`src/rtl/div128_pkg.sv`:
```
// Package of widths shared by the divider cells and the divider top level.
`timescale 1ns / 1ps

package div128_pkg;

    localparam int FIELD_BITS = 64;
    localparam int S_TDATA_BITS = 2 * FIELD_BITS;
    localparam int M_TDATA_BITS = FIELD_BITS;
    localparam int M_TUSER_BITS = 1;

endpackage

```
`src/rtl/div128_cell.sv`:
```
// One restoring shift-and-subtract division step held in its own pipeline registers.
`timescale 1ns / 1ps

module div128_cell #(
    parameter int WORD_BITS = div128_pkg::FIELD_BITS
) (
    input  logic                 clk,
    input  logic                 rst_n,
    input  logic                 en,
    input  logic                 valid_in,
    input  logic [WORD_BITS-1:0] rem_in,
    input  logic [WORD_BITS-1:0] den_in,
    input  logic [WORD_BITS-1:0] dvd_in,
    input  logic [WORD_BITS-1:0] quo_in,
    output logic                 valid_out,
    output logic [WORD_BITS-1:0] rem_out,
    output logic [WORD_BITS-1:0] den_out,
    output logic [WORD_BITS-1:0] dvd_out,
    output logic [WORD_BITS-1:0] quo_out
);

    logic                 valid_reg;
    logic [WORD_BITS-1:0] rem_reg;
    logic [WORD_BITS-1:0] den_reg;
    logic [WORD_BITS-1:0] dvd_reg;
    logic [WORD_BITS-1:0] quo_reg;

    logic [WORD_BITS-1:0] rem_next;
    logic [WORD_BITS-1:0] dvd_next;
    logic [WORD_BITS-1:0] quo_next;
    logic [WORD_BITS-1:0] shifted;
    logic [WORD_BITS-1:0] diff;
    logic                 take;

    // The bit shifted out of the remainder counts as weight 2^WORD_BITS, so it forces a subtract.
    always_comb
    begin
        shifted  = {rem_in[WORD_BITS-2:0], dvd_in[WORD_BITS-1]};
        diff     = shifted - den_in;
        take     = rem_in[WORD_BITS-1] || (shifted >= den_in);
        rem_next = take ? diff : shifted;
        quo_next = {quo_in[WORD_BITS-2:0], take};
        dvd_next = {dvd_in[WORD_BITS-2:0], 1'b0};
    end

    always_ff @(posedge clk or negedge rst_n)
    begin
        if (!rst_n)
        begin
            valid_reg <= 1'b0;
        end
        else if (en)
        begin
            valid_reg <= valid_in;
        end
    end

    always_ff @(posedge clk)
    begin
        if (en)
        begin
            rem_reg <= rem_next;
            den_reg <= den_in;
            dvd_reg <= dvd_next;
            quo_reg <= quo_next;
        end
    end

    assign valid_out = valid_reg;
    assign rem_out   = rem_reg;
    assign den_out   = den_reg;
    assign dvd_out   = dvd_reg;
    assign quo_out   = quo_reg;

endmodule

```
`config.mk`:
```
export PLATFORM = sky130hd
export DESIGN_NAME = div128_cell
export DESIGN_NICKNAME = d
export VERILOG_FILES = /design/src/rtl/div128_pkg.sv /design/src/rtl/div128_cell.sv
export SDC_FILE = /design/constraint.sdc
export NUM_CORES = 1
export LEC_CHECK = 0
export BUFFER_PORTS_ARGS = -buffer_cell sky130_fd_sc_hd__buf_2
export CORE_ASPECT_RATIO = 0.5
export CORE_UTILIZATION = 35
export CTS_BUF_LIST = sky130_fd_sc_hd__clkbuf_2 sky130_fd_sc_hd__clkbuf_4 sky130_fd_sc_hd__clkbuf_8
export DETAILED_ROUTE_END_ITERATION = 16
export PLACE_DENSITY = 0.61
export REMOVE_ABC_BUFFERS = 1
export SETUP_SLACK_MARGIN = 0.02
export SKIP_LAST_GASP = 1
export SYNTH_ARGS = -nofsm -noshare
export SYNTH_HDL_FRONTEND = slang
export SYNTH_SLANG_ARGS = --single-unit
```
`constraint.sdc`:
```
create_clock -name clk -period 0.8 [get_ports clk]
set_input_delay 0.12 -clock clk [delete_from_list [all_inputs] [get_ports clk]]
set_output_delay 0.12 -clock clk [all_outputs]
set_load 0.005 [all_outputs]
```
* After elaboration in Yosys (flattened, before gate mapping)
Cells that the tools add are included.
Word-level totals: bits in read-only memories 0, memories kept 0, input bits 260, output and inout bits 257, RAM bits 0, register bits 256, bits in latches 0
Operators by class: equal/unequal tests 0, bitwise operators 0, mux-type cells 1, reduce and logical (&&, ||, !) cells 1, divide/modulo/power cells 0, shift operators 0, magnitude comparators 1, $add $sub $neg 1, $mul 0
Operator list (count):
- 64-bit >= comparator | 1
- 64-bit 2-to-1 mux | 1
- 64-bit subtractor | 1
- 1-bit logical OR | 1

* Logic depth before layout (Yosys ltp)
depth after elaboration 3, depth in mapped cells 14

* Worst setup path after synthesis
No wires, ideal clock.
path type input to register, from input port dvd_in[63], to register rem_reg[15], in the netlist rem_out[15], data pin, arrival time 2.274 ns, library setup time 0.268 ns, data required time 0.532 ns, path slack -1.742 ns, stages on the path 14, cell sequence inv_1 -> ha_1 -> fa_1 -> nor2b_1 -> o2111ai_1 -> a31oi_2 -> o21bai_2 -> a21boi_4 -> o21a_2 -> nor2_4 -> buf_4 -> buf_4 -> nand2_1 -> o21ai_0
Between the ends: longest elaborated chain between the ends 3, elaborated cells on any way between the ends 4, classes of those cells add/sub: 1; order compare: 1; mux: 1; reduce/logical: 1
RTL lines:
- from (decl) | line div128_cell.sv:13 | input logic [WORD_BITS-1:0] dvd_in,
- 64-bit >= comparator | line div128_cell.sv:40 | take = rem_in[WORD_BITS-1] || (shifted >= den_in);
- 1-bit logical OR | line div128_cell.sv:40
- 64-bit 2-to-1 mux * | line div128_cell.sv:41 | rem_next = take ? diff : shifted;
- named net rem_next[15] | line div128_cell.sv:28 | logic [WORD_BITS-1:0] rem_next;
- to (signal assigned) | line div128_cell.sv:62 | rem_reg <= rem_next;
- to (decl) | line div128_cell.sv:23 | logic [WORD_BITS-1:0] rem_reg;
The timed path passes the listed nets; every way through them passes the cells marked *. A chain may end at the register's enable or synchronous reset.

* Final worst setup path
from input port dvd_in[63], to register rem_reg[9], in the netlist rem_out[9], data pin
Same word-level chain as after synthesis.

==> impl_results.html <==
<table>
<tr><th>Metric</th><th>Value</th></tr>
<tr><th colspan="2">STA</th></tr>
<tr><td>Min Clock Period, post-route</td><td>2170 ps</td></tr>
<tr><td>Final-report max-slew violation count</td><td>0</td></tr>
<tr><td>Slew @ Worst Pin</td><td>780 ps</td></tr>
<tr><td>Slew Limit Headroom</td><td>47.4%</td></tr>
<tr><td>Unrepaired setup endpoints after global routing</td><td>yes</td></tr>
<tr><td>Hold violation count in the final report</td><td>0</td></tr>
<tr><td>Final setup viols</td><td>326</td></tr>
<tr><td>Period utilisation layout</td><td>272%</td></tr>
<tr><td>Total negative setup slack</td><td>-191280 ps</td></tr>
<tr><td>Final Skew</td><td>0 ps</td></tr>
<tr><td>Max Clk Rate</td><td>460 MHz</td></tr>
<tr><td>Worst setup slack after layout</td><td>-1370 ps</td></tr>
<tr><td>Hold Slack</td><td>43.2 ps</td></tr>
<tr><th colspan="2">Floorplan</th></tr>
<tr><td>Area of the die</td><td>37700 sq um</td></tr>
<tr><td>Placeable Area</td><td>36100 sq um</td></tr>
<tr><td>Initial Utilization</td><td>35.7%</td></tr>
<tr><td>Die width</td><td>274 um</td></tr>
<tr><td>Overall die height</td><td>138 um</td></tr>
<tr><td>Top-level I/O count</td><td>517</td></tr>
<tr><td>Std-Cell Rows</td><td>49</td></tr>
<tr><th colspan="2">Yosys</th></tr>
<tr><td>Most used DFF post-synth</td><td>sky130_fd_sc_hd__edfxtp_1</td></tr>
<tr><td>Largest cells by area after synthesis</td><td>sky130_fd_sc_hd__edfxtp_1 59%, sky130_fd_sc_hd__ha_1 6.2%, sky130_fd_sc_hd__a21oi_1 5.4%</td></tr>
<tr><td>Proportion of netlist area held by the largest area contributor</td><td>59.3%</td></tr>
<tr><td>Avg Synthesized Cell Area</td><td>11.6 sq um</td></tr>
<tr><td>Count of state elements after synthesis</td><td>256</td></tr>
<tr><td>Cells after synthesis</td><td>1116</td></tr>
<tr><td>Share of synthesized registers carrying an async set or reset</td><td>0.391%</td></tr>
<tr><td>Count leader, synth</td><td>sky130_fd_sc_hd__edfxtp_1</td></tr>
<tr><td>Commonest cells in the synthesized netlist</td><td>255 x sky130_fd_sc_hd__edfxtp_1, 139 x sky130_fd_sc_hd__a21oi_1, 93 x sky130_fd_sc_hd__nor2_1, 87 x sky130_fd_sc_hd__inv_1, 87 x sky130_fd_sc_hd__nand2_1</td></tr>
<tr><td>Sequential share of the synthesized area</td><td>59.5%</td></tr>
<tr><td>Mapped cell area</td><td>12900 sq um</td></tr>
<tr><td>Post-synth cell types</td><td>76</td></tr>
<tr><td>Synthesis warning total</td><td>0</td></tr>
<tr><td>Number of enable flip-flop cells after synthesis</td><td>255</td></tr>
<tr><td>Leading area contributor after synthesis</td><td>sky130_fd_sc_hd__edfxtp_1</td></tr>
<tr><th colspan="2">CTS</th></tr>
<tr><td>TritonCTS Buffers</td><td>40</td></tr>
<tr><td>CTS Root Buffer Type</td><td>sky130_fd_sc_hd__clkbuf_8</td></tr>
<tr><td>CTS Buffer Depth</td><td>3</td></tr>
<tr><td>H-tree depth</td><td>2</td></tr>
<tr><td>Number of clock sinks</td><td>256</td></tr>
<tr><td>Clock Pin Slew Worst Setup and Hold Paths</td><td>60 ps</td></tr>
<tr><td>TritonCTS clock tree</td><td>done</td></tr>
<tr><td>Insertion delay of the later-clocked pin in the worst-skew pair</td><td>570 ps</td></tr>
<tr><th colspan="2">Layout</th></tr>
<tr><td>Area delta synth-&gt;final</td><td>86.9%</td></tr>
<tr><td>Total area of multi-input combinational cells</td><td>6010 sq um</td></tr>
<tr><td>Nets@finish</td><td>2605</td></tr>
<tr><td>Post-layout util</td><td>66.8%</td></tr>
<tr><td>Filler instances</td><td>2572</td></tr>
<tr><td>Flip-flop and latch area</td><td>7680 sq um</td></tr>
<tr><td>Count of placed standard cells in the final layout, fillers left out</td><td>2794</td></tr>
<tr><td>Share of final-layout standard cells stronger than drive strength 1</td><td>51.8%</td></tr>
<tr><td>Final standard cell area without fillers</td><td>24100 sq um</td></tr>
<tr><th colspan="2">Route</th></tr>
<tr><td>Per-cell routed wire length</td><td>19.6 um</td></tr>
<tr><td>Number of iterations in the first detailed-routing pass</td><td>6</td></tr>
<tr><td>Total length of routed wires</td><td>54.8 mm</td></tr>
<tr><td>Initial detailed-routing violation count</td><td>1162</td></tr>
<tr><td>Remaining number of nets flagged by the antenna check after routing</td><td>0</td></tr>
<tr><td>Via Count</td><td>14000</td></tr>
<tr><td>Post-detailed-route via-to-cell ratio</td><td>5.03</td></tr>
<tr><td>DR DRC count</td><td>0</td></tr>
<tr><th colspan="2">Power</th></tr>
<tr><td>Overall power of the completed layout</td><td>41.4 mW</td></tr>
<tr><td>Static Leakage</td><td>10.7 nW</td></tr>
<tr><td>PwrDens</td><td>1720 nW/um^2</td></tr>
<tr><td>Worst-case vdd ir drop</td><td>1640 uV</td></tr>
<tr><th colspan="2">Min path</th></tr>
<tr><td>Endpoint of the worst hold-timing path</td><td>valid_out$_DFFE_PN0P_</td></tr>
<tr><td>Hold crit path type</td><td>in2reg</td></tr>
<tr><td>Hold-critical path depth</td><td>3</td></tr>
<tr><td>Launch instance of the worst min-delay path</td><td>en</td></tr>
<tr><th colspan="2">Critical path</th></tr>
<tr><td>Startpoint of the worst register-to-register path</td><td>valid_out$_DFFE_PN0P_</td></tr>
<tr><td>Endpoint type of the worst setup path</td><td>flop</td></tr>
<tr><td>Depth of the worst register-to-register path</td><td>1</td></tr>
<tr><td>R2R Setup Slk</td><td>50 ps</td></tr>
<tr><td>Highest fanout seen on the critical path</td><td>5</td></tr>
<tr><td>Req. time, crit path</td><td>1120 ps</td></tr>
<tr><td>Arrival time reported for the critical path endpoint</td><td>2490 ps</td></tr>
<tr><td>Startpoint class of the critical path</td><td>primary input</td></tr>
<tr><td>Type of the worst setup path</td><td>in2reg</td></tr>
<tr><td>Reg-to-Reg End</td><td>valid_out$_DFFE_PN0P_</td></tr>
<tr><th colspan="2">Place</th></tr>
<tr><td>Final HPWL DP</td><td>36.9 mm</td></tr>
<tr><td>Count of buffers inserted at the top-level ports</td><td>514</td></tr>
<tr><td>Placed Instance Area</td><td>18600 sq um</td></tr>
<tr><td>Placer Congestion</td><td>0.910</td></tr>
<tr><td>Total instance count after detailed placement</td><td>2416</td></tr>
<tr><td>Dpl ws</td><td>-2290 ps</td></tr>
<tr><th colspan="2">Global routing</th></tr>
<tr><td>First-pass GRT wire length</td><td>79.8 mm</td></tr>
<tr><td>GR Util met3</td><td>5.12%</td></tr>
<tr><td>Total global routing overflow</td><td>0</td></tr>
<tr><td>Met1 usage in global routing</td><td>34.9%</td></tr>
<tr><td>Gr busiest metal</td><td>met2</td></tr>
<tr><td>Pin count of the biggest net entering global routing</td><td>27</td></tr>
<tr><td>Antenna violations before repair</td><td>6</td></tr>
<tr><td>Number of global-route vias before repair</td><td>14100</td></tr>
<tr><td>Met2 track utilization from global routing</td><td>47.4%</td></tr>
<tr><td>Total Routing Usage GR</td><td>27.6%</td></tr>
<tr><th colspan="2">Outcome</th></tr>
<tr><td>Violated checks</td><td>setup timing</td></tr>
<tr><td>Outcome</td><td>finished, violations left</td></tr>
<tr><th colspan="2">Job</th></tr>
<tr><td>Max-cap check violation count</td><td>0</td></tr>
</table>
==> placed cells by master (no fill, tap or decap), types with 20 or more instances in the layout <==
cell type                       Yosys  final
sky130_fd_sc_hd__buf_2             13    504
sky130_fd_sc_hd__nand2_1           87     72
sky130_fd_sc_hd__o21ai_1            9     26
sky130_fd_sc_hd__ha_4               0     27
sky130_fd_sc_hd__nand4_1           25     25
sky130_fd_sc_hd__o21ai_0           54     23
sky130_fd_sc_hd__a21o_1            26     26
sky130_fd_sc_hd__edfxtp_1         255    255
sky130_fd_sc_hd__buf_4              5    355
sky130_fd_sc_hd__buf_6              4     20
sky130_fd_sc_hd__ha_1              64     34
sky130_fd_sc_hd__a21oi_2            3     40
sky130_fd_sc_hd__dlygate4sd3_1      0    254
sky130_fd_sc_hd__a21oi_1          139     93
sky130_fd_sc_hd__nor2_4             1     35
sky130_fd_sc_hd__xnor2_1           29     25
sky130_fd_sc_hd__nor2_1            93     54
sky130_fd_sc_hd__xor2_1            24     23
sky130_fd_sc_hd__clkbuf_8           1     41
sky130_fd_sc_hd__inv_1             87     80
==> cell families (layout without fill, tap and decap cells) <==
logic type | Yosys count | count (layout) | share of synthesized area, %
other | 1 | 5 | 0.0291
adder cells (fa/ha/maj) | 65 | 65 | 6.36
buffers and inverters | 132 | 1322 | 4.57
AO/OA/AOI/OAI | 315 | 315 | 15.0
XOR/XNOR | 53 | 53 | 3.60
flip-flops | 256 | 256 | 59.5
multiplexers | 4 | 4 | 0.359
AND/OR/NAND/NOR | 290 | 290 | 10.5
==> metal layers <==
layer | wire (um) | share of wire [%]
met1 | 22300 | 41
met2 | 27000 | 49
met3 | 3700 | 6.7
met4 | 1830 | 3.3
met5 | 27 | 0.049
==> report_power, final <==
group | switching (mW) | total (mW) | internal (mW)
combinational | 6.12 | 12.8 | 6.70
clock | 5.69 | 11.7 | 6.05
sequential | 0.467 | 16.8 | 16.4
==> area by class of cell <==
| class | count | area share, % |
|---|---|---|
| timing repair buffer | 1165 | 35.9 |
| antenna | 4 | 0.0415 |
| tap | 484 | 2.51 |
| clock inverter | 14 | 0.519 |
| inverter | 88 | 1.42 |
| multi-input combinational | 728 | 24.9 |
| clock buffer | 54 | 2.74 |
| sequential | 256 | 31.8 |
| timing repair inverter | 1 | 0.124 |
==> worst max-delay path by stage <==
| stage | from | end | cells past startpoint |
|---|---|---|---|
| after global routing | dvd_in[63] | rem_out[9]$_DFFE_PP_ | 16 |
| after floorplan | den_in[2] | rem_out[28]$_DFFE_PP_ | 12 |
| after detailed placement | dvd_in[63] | rem_out[58]$_DFFE_PP_ | 13 |
| final | dvd_in[63] | rem_out[9]$_DFFE_PP_ | 16 |
| after global placement | dvd_in[63] | rem_out[58]$_DFFE_PP_ | 13 |
| after CTS | dvd_in[63] | rem_out[16]$_DFFE_PP_ | 17 |
==> what timing repair did <==
action,4_1_cts,5_1_grt
buffers inserted,39,8
resized for setup,275,92
hold buffers,254,2
hold endpoints to repair,259,6
pin swaps,81,28
cloned,13,0
setup endpoints to repair,321,330
==> worst max-delay path: stages <==
cell	delay [ps]
sky130_fd_sc_hd__buf_8	100
sky130_fd_sc_hd__inv_4	50
sky130_fd_sc_hd__ha_4	140
sky130_fd_sc_hd__fa_2	240
sky130_fd_sc_hd__nor2b_4	60
sky130_fd_sc_hd__o2111ai_4	230
sky130_fd_sc_hd__a31oi_4	170
sky130_fd_sc_hd__o21bai_4	210
sky130_fd_sc_hd__a21boi_4	80
sky130_fd_sc_hd__o21a_2	240
sky130_fd_sc_hd__nor2_4	290
sky130_fd_sc_hd__inv_8	90
sky130_fd_sc_hd__buf_12	160
sky130_fd_sc_hd__buf_16	150
sky130_fd_sc_hd__nor2_4	110
sky130_fd_sc_hd__a21oi_2	40
==> state kept, by name, indices dropped and copies added, names as in the netlist <==
signal	cells
quo_out	64
dvd_out	63
valid_out	1
rem_out	64
den_out	64
Power figures use the tool's default switching activity.
